`config.mk`:
```
export PLATFORM = sky130hd
export DESIGN_NAME = temperature_drop_window_detector
export DESIGN_NICKNAME = d
export VERILOG_FILES = /design/src/design/tdwd_pkg.sv /design/src/design/tdwd_ram.sv /design/src/design/temperature_drop_window_detector.sv
export SDC_FILE = /design/constraint.sdc
export NUM_CORES = 2
export LEC_CHECK = 0
export BUFFER_PORTS_ARGS = -buffer_cell sky130_fd_sc_hd__buf_2
export CORE_UTILIZATION = 45
export CTS_CLUSTER_DIAMETER = 150
export DETAILED_ROUTE_END_ITERATION = 8
export GPL_TIMING_DRIVEN = 0
export PLACE_DENSITY = 0.58
export SETUP_SLACK_MARGIN = 0.3
export SLEW_MARGIN = 25
export SYNTH_ARGS = -nofsm -noshare
export SYNTH_HDL_FRONTEND = slang
export SYNTH_SLANG_ARGS = --single-unit
```
`constraint.sdc`:
```
create_clock -name clk -period 7.55 [get_ports clk]
set_input_delay 1.8875 -clock clk [delete_from_list [all_inputs] [get_ports clk]]
set_output_delay 1.8875 -clock clk [all_outputs]
set_load 0.01 [all_outputs]
```
`src/design/tdwd_pkg.sv`:
```
`timescale 1ns / 1ps
`default_nettype none

package tdwd_pkg;

  localparam int RING_DEPTH = 128;

  // Ring address, fill count and accumulator widths all follow from the depth.
  localparam int IDX_W = $clog2(RING_DEPTH);
  localparam int FILL_W = $clog2(RING_DEPTH + 1);
  localparam int SUM_W = 16 + FILL_W;
  localparam int WIN_W = (FILL_W > 8) ? FILL_W : 8;
  localparam int DIV_CNT_W = $clog2(SUM_W + 1);

  localparam logic [15:0] NO_READING = 16'h8000;
  localparam logic [3:0] SPM_RESET = 4'd6;
  localparam logic [15:0] THRESHOLD_RESET = 16'hFF38;

  localparam logic [WIN_W-1:0] WINDOW_SCALE = WIN_W'(10);
  localparam logic [WIN_W-1:0] OFFSET_SCALE = WIN_W'(13);
  localparam logic [9:0] TIMEOUT_SCALE = 10'd30;
  localparam logic [8:0] COUNT_MAX = 9'h1FF;

  typedef enum logic [1:0] {
    CFG_SAMPLES_PER_MINUTE = 2'd0,
    CFG_DROP_THRESHOLD = 2'd1
  } cfg_index_t;

  typedef enum logic [2:0] {
    ST_IDLE,
    ST_START,
    ST_SUM,
    ST_DIV,
    ST_DONE
  } state_t;

endpackage

`default_nettype wire

```
`src/design/tdwd_ram.sv`:
```
`timescale 1ns / 1ps
`default_nettype none

module tdwd_ram #(
  parameter int WIDTH = 16,
  parameter int DEPTH = 128
) (
  input  wire logic                     clk,
  input  wire logic                     we,
  input  wire logic [$clog2(DEPTH)-1:0] waddr,
  input  wire logic [WIDTH-1:0]         wdata,
  input  wire logic [$clog2(DEPTH)-1:0] raddr,
  output logic      [WIDTH-1:0]         rdata
);

  logic [WIDTH-1:0] mem [DEPTH];

  always_ff @(posedge clk) begin
    if (we) begin
      mem[waddr] <= wdata;
    end
    rdata <= mem[raddr];
  end

endmodule

`default_nettype wire

```
`src/design/temperature_drop_window_detector.sv`:
```
`timescale 1ns / 1ps
`default_nettype none

// Channel   Direction  Handshake           Payload
// input     in         in_valid/in_stall   temperature_sample
// output    out        out_valid/out_stall drop_detected, reference_average
// config    in         cfg_valid/cfg_ready cfg_index, cfg_data
//
// One probe at a time. A probe that needs no new average goes straight to the
// result; one that does waits for the one-entry-per-cycle sweep of the ring
// read port and for the bit-serial divider. The ring validity is tracked by a
// fill count, so reset needs no clearing pass. A stalled result holds the
// block in its final state.

module temperature_drop_window_detector (
  input  wire logic        clk,
  input  wire logic        rst,
  input  wire logic        in_valid,
  output logic             in_stall,
  input  wire logic [15:0] temperature_sample,
  output logic             out_valid,
  input  wire logic        out_stall,
  output logic             drop_detected,
  output logic [15:0]      reference_average,
  input  wire logic        cfg_valid,
  output logic             cfg_ready,
  input  wire logic [1:0]  cfg_index,
  input  wire logic [15:0] cfg_data
);

  localparam int IDX_W = tdwd_pkg::IDX_W;
  localparam int FILL_W = tdwd_pkg::FILL_W;
  localparam int SUM_W = tdwd_pkg::SUM_W;
  localparam int WIN_W = tdwd_pkg::WIN_W;
  localparam int DIV_CNT_W = tdwd_pkg::DIV_CNT_W;
  localparam logic [WIN_W-1:0] DEPTH_W = WIN_W'(tdwd_pkg::RING_DEPTH);
  localparam logic [WIN_W:0] DEPTH_X = (WIN_W + 1)'(tdwd_pkg::RING_DEPTH);
  localparam logic [FILL_W-1:0] DEPTH_F = FILL_W'(tdwd_pkg::RING_DEPTH);
  localparam logic [IDX_W-1:0] LAST_IDX = IDX_W'(tdwd_pkg::RING_DEPTH - 1);

  tdwd_pkg::state_t state, state_next;

  logic [3:0]            spm;
  logic signed [15:0]    thr;
  logic [IDX_W-1:0]      wi;
  logic [FILL_W-1:0]     fill;
  logic                  detecting;
  logic [8:0]            count;
  logic [15:0]           saved_avg;
  logic [15:0]           sample;
  logic                  mode_det;
  logic                  computed;
  logic [IDX_W-1:0]      ptr;
  logic [WIN_W-1:0]      n;
  logic                  pend;
  logic                  pend_ok;
  logic signed [SUM_W-1:0] sum;
  logic [FILL_W-1:0]     cnt;
  logic [SUM_W-1:0]      quo;
  logic [FILL_W-1:0]     rem;
  logic                  neg;
  logic [DIV_CNT_W-1:0]  div_i;

  logic                  accept;
  logic                  out_free;
  logic                  ram_we;
  logic [15:0]           rdata;

  logic [WIN_W-1:0]      win_len;
  logic                  win_bad;
  logic [WIN_W-1:0]      off_raw;
  logic [WIN_W-1:0]      off_mod;
  logic [WIN_W:0]        from_sum;
  logic [IDX_W-1:0]      win_from;

  logic signed [16:0]    rise_diff;
  logic signed [16:0]    half_thr;
  logic signed [16:0]    thr_x;
  logic                  rise;

  logic signed [16:0]    drop_diff;
  logic                  check;
  logic                  det_keep;
  logic                  det_new;
  logic [9:0]            timeout_lim;

  logic [FILL_W:0]       rem_sh;
  logic                  q_bit;
  logic [SUM_W-1:0]      quo_res;
  logic [SUM_W-1:0]      sum_mag;

  assign cfg_ready = 1'b1;
  assign accept = in_valid && !in_stall;
  assign out_free = !out_valid || !out_stall;
  assign ram_we = accept && (temperature_sample != tdwd_pkg::NO_READING);

  tdwd_ram #(
    .WIDTH(16),
    .DEPTH(tdwd_pkg::RING_DEPTH)
  ) u_ring (
    .clk  (clk),
    .we   (ram_we),
    .waddr(wi),
    .wdata(temperature_sample),
    .raddr(ptr),
    .rdata(rdata)
  );

  // Window geometry: the start wraps modulo the ring depth.
  always_comb begin
    win_len = WIN_W'(spm) * tdwd_pkg::WINDOW_SCALE;
    win_bad = (win_len == '0) || (win_len > DEPTH_W);
    off_raw = WIN_W'(spm) * tdwd_pkg::OFFSET_SCALE;
    off_mod = (off_raw >= DEPTH_W) ? (off_raw - DEPTH_W) : off_raw;
    from_sum = (WIN_W + 1)'(wi) + (WIN_W + 1)'(DEPTH_W - off_mod);
    if (from_sum >= DEPTH_X) begin
      from_sum = from_sum - DEPTH_X;
    end
    win_from = from_sum[IDX_W-1:0];
  end

  // The rise test uses the threshold halved with truncation toward zero.
  always_comb begin
    thr_x = {thr[15], thr};
    half_thr = (thr_x + $signed({16'd0, thr[15]})) >>> 1;
    rise_diff = $signed({temperature_sample[15], temperature_sample})
              - $signed({saved_avg[15], saved_avg});
    rise = rise_diff > half_thr;
  end

  always_comb begin
    drop_diff = $signed({sample[15], sample}) - $signed({saved_avg[15], saved_avg});
    check = computed && (saved_avg != tdwd_pkg::NO_READING) && (drop_diff < thr_x);
    timeout_lim = 10'(spm) * tdwd_pkg::TIMEOUT_SCALE;
    det_keep = computed ? check : 1'b1;
    if (mode_det) begin
      det_new = det_keep && !({1'b0, count} > timeout_lim);
    end else begin
      det_new = check;
    end
  end

  // One restoring divider step per cycle on the magnitude of the sum.
  always_comb begin
    rem_sh = {rem, quo[SUM_W-1]};
    q_bit = rem_sh >= {1'b0, cnt};
    quo_res = neg ? (~quo + SUM_W'(1)) : quo;
    sum_mag = sum[SUM_W-1] ? SUM_W'(-sum) : SUM_W'(sum);
  end

  always_ff @(posedge clk) begin
    if (rst) begin
      state <= tdwd_pkg::ST_IDLE;
    end else begin
      state <= state_next;
    end
  end

  always_comb begin
    state_next = state;
    in_stall = (state != tdwd_pkg::ST_IDLE);
    unique case (state)
      tdwd_pkg::ST_IDLE: begin
        if (accept) begin
          if (detecting && !rise) begin
            state_next = tdwd_pkg::ST_DONE;
          end else begin
            state_next = tdwd_pkg::ST_START;
          end
        end
      end
      tdwd_pkg::ST_START: begin
        state_next = win_bad ? tdwd_pkg::ST_DONE : tdwd_pkg::ST_SUM;
      end
      tdwd_pkg::ST_SUM: begin
        if ((n == win_len) && !pend) begin
          state_next = (cnt == '0) ? tdwd_pkg::ST_DONE : tdwd_pkg::ST_DIV;
        end
      end
      tdwd_pkg::ST_DIV: begin
        if (div_i == DIV_CNT_W'(SUM_W)) begin
          state_next = tdwd_pkg::ST_DONE;
        end
      end
      tdwd_pkg::ST_DONE: begin
        if (out_free) begin
          state_next = tdwd_pkg::ST_IDLE;
        end
      end
      default: state_next = tdwd_pkg::ST_IDLE;
    endcase
  end

  // Control state.
  always_ff @(posedge clk) begin
    if (rst) begin
      spm <= tdwd_pkg::SPM_RESET;
      thr <= tdwd_pkg::THRESHOLD_RESET;
      wi <= '0;
      fill <= '0;
      detecting <= 1'b0;
      count <= '0;
      saved_avg <= '0;
      pend <= 1'b0;
      out_valid <= 1'b0;
    end else begin
      if (cfg_valid && cfg_ready) begin
        if (cfg_index == tdwd_pkg::CFG_SAMPLES_PER_MINUTE) begin
          spm <= cfg_data[3:0];
        end else if (cfg_index == tdwd_pkg::CFG_DROP_THRESHOLD) begin
          thr <= cfg_data;
        end
      end

      if (out_valid && !out_stall) begin
        out_valid <= 1'b0;
      end

      unique case (state)
        tdwd_pkg::ST_IDLE: begin
          if (ram_we) begin
            wi <= (wi == LAST_IDX) ? '0 : wi + IDX_W'(1);
            if (fill != DEPTH_F) begin
              fill <= fill + FILL_W'(1);
            end
          end
          if (accept && detecting && (count != tdwd_pkg::COUNT_MAX)) begin
            count <= count + 9'd1;
          end
        end
        tdwd_pkg::ST_START: begin
          pend <= 1'b0;
          if (win_bad) begin
            saved_avg <= tdwd_pkg::NO_READING;
          end
        end
        tdwd_pkg::ST_SUM: begin
          pend <= (n != win_len);
          if ((n == win_len) && !pend && (cnt == '0)) begin
            saved_avg <= tdwd_pkg::NO_READING;
          end
        end
        tdwd_pkg::ST_DIV: begin
          if (div_i == DIV_CNT_W'(SUM_W)) begin
            saved_avg <= quo_res[15:0];
          end
        end
        tdwd_pkg::ST_DONE: begin
          if (out_free) begin
            out_valid <= 1'b1;
            detecting <= det_new;
            if (!mode_det && check) begin
              count <= '0;
            end
          end
        end
        default: ;
      endcase
    end
  end

  // Datapath registers.
  always_ff @(posedge clk) begin
    unique case (state)
      tdwd_pkg::ST_IDLE: begin
        if (accept) begin
          sample <= temperature_sample;
          mode_det <= detecting;
          computed <= !(detecting && !rise);
        end
      end
      tdwd_pkg::ST_START: begin
        ptr <= win_from;
        n <= '0;
        sum <= '0;
        cnt <= '0;
      end
      tdwd_pkg::ST_SUM: begin
        if (n != win_len) begin
          pend_ok <= FILL_W'(ptr) < fill;
          ptr <= (ptr == LAST_IDX) ? '0 : ptr + IDX_W'(1);
          n <= n + WIN_W'(1);
        end
        if (pend && pend_ok) begin
          sum <= sum + {{(SUM_W - 16){rdata[15]}}, rdata};
          cnt <= cnt + FILL_W'(1);
        end
        quo <= sum_mag;
        rem <= '0;
        neg <= sum[SUM_W-1];
        div_i <= '0;
      end
      tdwd_pkg::ST_DIV: begin
        if (div_i != DIV_CNT_W'(SUM_W)) begin
          rem <= q_bit ? FILL_W'(rem_sh - {1'b0, cnt}) : rem_sh[FILL_W-1:0];
          quo <= {quo[SUM_W-2:0], q_bit};
          div_i <= div_i + DIV_CNT_W'(1);
        end
      end
      tdwd_pkg::ST_DONE: begin
        if (out_free) begin
          drop_detected <= det_new;
          reference_average <= saved_avg;
        end
      end
      default: ;
    endcase
  end

endmodule

`default_nettype wire

```
Yosys cells after proc, flatten, opt, wreduce, memory -nomap -nowiden
Memories as Yosys holds them, arrays and structs flattened. A register that Yosys moved wholly into a read port is not among the register bits.
Index checks and enable logic that the tools add are counted.
{ "classes": {"addsub": 18, "multipliers": 3, "magnitude_cmp": 8, "n_eq_ne": 26, "n_mux": 45, "bitwise": 2, "reduce_logical": 45} }
{ "ops": {"columns": ["cell", "n"], "rows": [
  ["one-hot mux 24 bit (2 select lines)", 2],
  ["2-to-1 mux 24 bit", 3],
  ["2-to-1 mux 16 bit", 4],
  ["one-hot mux 16 bit (3 select lines)", 1],
  ["one-hot mux 8 bit (2 select lines)", 3],
  ["2-to-1 mux 8 bit", 5],
  ["subtractor 16 x 16 -> 17 bit", 2],
  ["!= test 16 bit, second input constant", 2],
  ["2-to-1 mux 7 bit", 4],
  ["2-to-1 mux 9 bit", 3],
  ["adder 24 bit", 1],
  ["adder 8 x 1 -> 8 bit, second input constant", 3],
  ["negation 24 bit", 1],
  ["!= test 2 bit, second input constant", 11],
  ["2-to-1 mux 3 bit", 7],
  ["one-hot mux 9 bit (2 select lines)", 1],
  ["adder 16 x 2 -> 17 bit", 1],
  ["greater-than comparator 17 x 16 -> 1 bit", 1],
  ["< comparator 17 x 16 -> 1 bit", 1],
  ["adder 16 x 1 -> 16 bit, second input constant", 1],
  ["zero test 8 bit", 2],
  ["multiplier 4 x 4 -> 8 bit, second input constant", 2],
  ["NOT 16 bit", 1],
  ["AND reduction 2 bit", 8],
  ["other kinds (42)", 77]
]} }
{ "word_totals": {"reg_bits": 187, "ramBits": 2048, "input_bits": 39, "out_inout_bits": 20, "elab_cells": 172, "n_memories": 1} }
{ "mem_list": {"columns": ["memory", "words", "width", "rd", "rd_ports_with_merged_regs", "write_ports", "line_no", "rtl"], "rows": [
  ["u_ring.mem", 128, 16, 1, 1, 1, "tdwd_ram.sv:16", "logic [WIDTH-1:0] mem [DEPTH];"]
]} }

Logic depth before layout (Yosys ltp)
{ "logic_depth": {"word_depth": 8, "mapped_depth": 20, "depth_no_buf": 20} }

Modules after synthesis
From an unflattened synthesis, not the netlist that was laid out.
{ "unflattened": {"hier_cells": 4511, "hier_area_um2": 91910.6} }
{ "modules_own_cells": {"columns": ["module", "instances", "cells_each", "area_per_inst_um2", "seq_area_each_um2"], "rows": [
  ["tdwd_ram", 1, 3086, 78522.8, 61819.3],
  ["temperature_drop_window_detector", 1, 1425, 13387.8, 4954.8]
]} }

Least setup slack after synthesis
No wires, ideal clock.
{ "synth_timing": {"path_type": "input-to-reg", "startpoint": "in temperature_sample[0]", "endpoint": "reg state[2]", "setup_time_ns": 0.075, "arrival_time_ns": 4.789, "required_ns": 7.475, "slack_ns": 2.686, "stages": 19, "path_buffers": 0, "path_cell_list": "inv_1 ha_1 fa_1 nor2b_1 o21a_1 o21ai_0 a211oi_1 o311ai_0 a21boi_0 o21a_1 o41ai_1 ha_1 nand2_1 nor3_1 nand2_1 o21ai_0 a31oi_1 o31a_1 o22ai_1"} }
{ "synth_between": {"elab_chain_cells": 7} }
{ "synth_lines": {"columns": ["element", "line_no", "rtl"], "rows": [
  ["from (decl)", "temperature_drop_window_detector.sv:20", "input wire logic [15:0] temperature_sample,"],
  ["subtractor 16 x 16 -> 17 bit", "temperature_drop_window_detector.sv:127", "- $signed({saved_avg[15], saved_avg});"],
  ["greater-than comparator 17 x 16 -> 1 bit", "temperature_drop_window_detector.sv:128", "rise = rise_diff > half_thr;"],
  ["zero test 1 bit", "temperature_drop_window_detector.sv:165", "if (detecting && !rise) begin"],
  ["logical AND 1 bit", "temperature_drop_window_detector.sv:165", null],
  ["2-to-1 mux 3 bit", "temperature_drop_window_detector.sv:165", null],
  ["2-to-1 mux 3 bit", "temperature_drop_window_detector.sv:164", "if (accept) begin"],
  ["one-hot mux 3 bit (5 select lines)", "temperature_drop_window_detector.sv:162", "unique case (state)"],
  ["to (signal assigned)", "temperature_drop_window_detector.sv:153", "state <= tdwd_pkg::ST_IDLE;"],
  ["to (signal assigned)", "temperature_drop_window_detector.sv:155", "state <= state_next;"],
  ["to (decl)", "temperature_drop_window_detector.sv:41", "tdwd_pkg::state_t state, state_next;"]
]} }
Every way passes these cells. The select of a mux whose other input is x is not followed.
A chain may end at the register's enable or synchronous reset.

Worst setup path in the final report
{ "layout_timing": {"startpoint": "reg saved_avg[2]", "endpoint": "reg count[6]"} }
{ "layout_between": {"elab_chain_cells": 6, "word_cells_on_any_way": 8, "cone_classes": "1 x add/sub; 1 x order compare; 2 x eq/ne; 4 x reduce/logical"} }
{ "layout_lines": {"columns": ["element", "line_no", "rtl"], "rows": [
  ["from (decl)", "temperature_drop_window_detector.sv:49", "logic [15:0] saved_avg;"],
  ["from (signal assigned)", "temperature_drop_window_detector.sv:234", "saved_avg <= tdwd_pkg::NO_READING;"],
  ["from (signal assigned)", "temperature_drop_window_detector.sv:240", "saved_avg <= tdwd_pkg::NO_READING;"],
  ["from (signal assigned)", "temperature_drop_window_detector.sv:245", "saved_avg <= quo_res[15:0];"],
  ["subtractor 16 x 16 -> 17 bit or != test 16 bit (tied branches)", "temperature_drop_window_detector.sv:132, temperature_drop_window_detector.sv:133", null],
  ["< comparator 17 x 16 -> 1 bit or logical AND 1 bit (tied branches)", "temperature_drop_window_detector.sv:133", "check = computed && (saved_avg != tdwd_pkg::NO_READING) && (drop_diff < thr_x);"],
  ["logical AND 1 bit (*)", "temperature_drop_window_detector.sv:133", null],
  ["logical AND 1 bit (*)", "temperature_drop_window_detector.sv:252", "if (!mode_det && check) begin"],
  ["!= test 2 bit (no line) (*)", null, null],
  ["AND reduction 4 bit (no line) (*)", null, null],
  ["to (signal assigned)", "temperature_drop_window_detector.sv:228", "count <= count + 9'd1;"],
  ["to (decl)", "temperature_drop_window_detector.sv:48", "logic [8:0] count;"]
]} }
Every way passes the cells marked *; elsewhere a longest branch is shown, timed or not.

==> run metrics <==
number of cells produced by synthesis 4518; Worst Hold Class flip-flop to flip-flop; Clock Root Buffer clkbuf_16; Total Routing Usage GR 0.247; Syn Nets 4723; number of remaining DRC errors 0; final setup violation count 0; layout cell share with drive strength beyond 1 0.277; share of the synthesized area in the top cell type 0.709; status completed; Netlist cell types 66; crit end category flip-flop; dpl hpwl 172000 um; initial antenna violation count 14; crit path setup slack, layout 2000 ps; mapped cell area 91800 um^2; cell area power density 366 nW/um^2; Initial Util 0.454; Setup CP Type flip-flop to flip-flop; max_slew headroom 0.215; Longest Clk Path Bufs 3; DR pass1 iterations 6; CP max stage cell a2111oi_0; PortBufs 57; Layout area overhead 14.8%; DR vias/cell 6.02; Avg Cell Area, Syn 20.3 um^2; Post-DP Area 98000 um^2; die extent in y 454 um; Synth async-reset ratio 0; Min Clock Period, post-route 5550 ps; number of core rows 165; post-synthesis sequential area ratio 0.727; Worst EP required 8240 ps; Post-synth EDFFs 2169; CP delay by family, top compound AO/OA/AOI/OAI gates; largest net degree at the start of global routing 97; most frequent cells in the layout 2169 x edfxtp_1, 672 x mux4_2, 231 x clkbuf_16, 154 x ha_1, 151 x nor2_1; Die Width 454 um; nets 5095; top cells by area, synth edfxtp_1 71%, mux4_2 16%, ha_1 2.1%, dfxtp_1 1.8%, nor2_1 1.1%; Yosys top cell by area edfxtp_1; Clock transition at path regs 60 ps; CP max FO 9; Worst-Skew Late Latency 900 ps; Finished Cell Area 105000 um^2; Core Region 203000 um^2; Placed Cells 7333; via count 46710; Final period util 0.735; RSZ-0062 raised after global routing false; Resized cells post-CTS 0; DR iter-0 viols 5219; Synth Warn # 0; routability cong. 0.851; Crit path buffers/inverters 1; Slew @ Worst Pin 1180 ps; Sink Count 2251; vias in the first global route 46594; fmax 180 MHz; final wirelength 252000 um; global-route wire length before repair 354000 um; arrival time at the worst endpoint 6240 ps; Synth Flop Type edfxtp_1; CTS H-Tree Depth 4; Routed wire per std cell 32.5 um; Startpoint Class flip-flop; Post-Route Skew 62.7 ps; worst stage delay on the critical path 770 ps; Post-CTS Setup Bufs 0; ANT nets after route 0; number of CTS-inserted buffers 227; Max-Cap Viols 0; fin cells 7753; hold_buf cts 0; I/O pin cnt 59; CTS tree built; cell chain of the critical path inv_1 > ha_1 > nor2b_1 > o31a_1 > o211ai_1 > a21oi_1 > a2111oi_0 > a21oi_1 > a41oi_1 > o31a_1 > ha_1 > and4_1 > o21ai_0 > nor3_1 > a211oi_1 > o21ai_0 > o31ai_2 > a41oi_1; FF+latch count, synth 2251; pre-CTS setup slack 1140 ps; Leak Pwr 33.6 nW; Die Area 206000 um^2; Max Slew Vio Count 0; final hold vios 0; commonest non-fill, non-tap cell in the layout edfxtp_1; worst vdd ir 0.277 mV; total gr overflow 0
==> worst reg2reg max path, stage by stage, from the launching register on <==
cell,delay (ps)
dfxtp_1,430
inv_1,110
ha_1,360
nor2b_1,170
o31a_1,270
o211ai_1,230
a21oi_1,100
a2111oi_0,770
a21oi_1,190
a41oi_1,350
o31a_1,250
ha_1,260
and4_1,190
o21ai_0,110
nor3_1,100
a211oi_1,420
o21ai_0,240
o31ai_2,670
a41oi_1,200
==> cell type report <==
class,instances,area (um^2)
Fill cell,15796,97100
Sequential cell,2251,66800
Multi-Input combinational cell,1949,24600
Clock buffer,270,5970
Tap cell,2672,3340
Timing Repair Buffer,143,1960
Clock inverter,145,1460
Buffer,207,935
Inverter,111,417
Antenna cell,5,12.5
==> metal layers <==
layer / routed length [um] / share of wire / track usage
met4: 8710 / 0.035 / 0.0823
met3: 18700 / 0.074 / 0.0461
met5: 34 / 0.00013 / 0
met2: 120000 / 0.48 / 0.392
met1: 105000 / 0.41 / 0.346
==> cell families (layout without fill, tap and decap cells) <==
family	Yosys count	after routing	synth area share
AOI/OAI and AO/OA	313	313	0.0222
xor gates and xnor gates	141	141	0.0134
adders and majority gates	166	166	0.0236
buffers and inverters	318	876	0.0140
DFF	2251	2251	0.727
muxes	699	699	0.168
other	1	6	0.0000408
and+or+nand+nor	629	629	0.0318
==> sequential cells by signal, summed over array words and instances (netlist names), 3 cells and up <==
register           count
wi                     7
reference_average     16
ptr                    7
state                  3
sum                   24
cnt                    8
rem                    8
n                      8
saved_avg             16
spm                    4
fill                   8
sample                16
thr                   16
u_ring.rdata          16
quo                   24
count                  9
div_i                  5
u_ring.mem          2048
==> per-stage QoR <==
step                      TNS [ps]   util  hold WS (ps)  power, W
after global routing             0  0.521           503    0.0398
after floorplan                  0      -           422    0.0223
after detailed placement         0  0.484           464    0.0276
after global placement     -751580  0.471           452    0.0274
after CTS                        0  0.521           484    0.0388
final                            0  0.521           494    0.0386
==> path summary, 6_finish.rpt <==
kind	startpoint	to	slack, ps	cells after the start
max	saved_avg[2]$_SDFFE_PP0P_	count[6]$_SDFFE_PP0P_	2000	18
max reg2reg	saved_avg[2]$_SDFFE_PP0P_	count[6]$_SDFFE_PP0P_	2000	18
min reg2reg	thr[7]$_SDFFE_PP0P_	thr[7]$_SDFFE_PP0P_	490	2
min	thr[7]$_SDFFE_PP0P_	thr[7]$_SDFFE_PP0P_	490	2
==> synth_stat cells, drive strengths merged, types with 19 or more instances <==
master / instances
edfxtp: 2169
clkbuf: 117
nand2: 107
a21o: 30
nand3: 54
nor2b: 20
a21oi: 91
xnor2: 78
nand4: 19
mux4: 672
dfxtp: 82
nor2: 279
nor3: 40
xor2: 63
ha: 154
o21ai: 69
inv: 111
buf: 90
==> where the power goes <==
| group | internal, W | switching [W] |
|---|---|---|
| clock | 0.00637 | 0.00489 |
| combinational | 0.00527 | 0.00755 |
| sequential | 0.0142 | 0.000304 |
| total | 0.0258 | 0.0127 |
(Power assumes the default switching activity.)
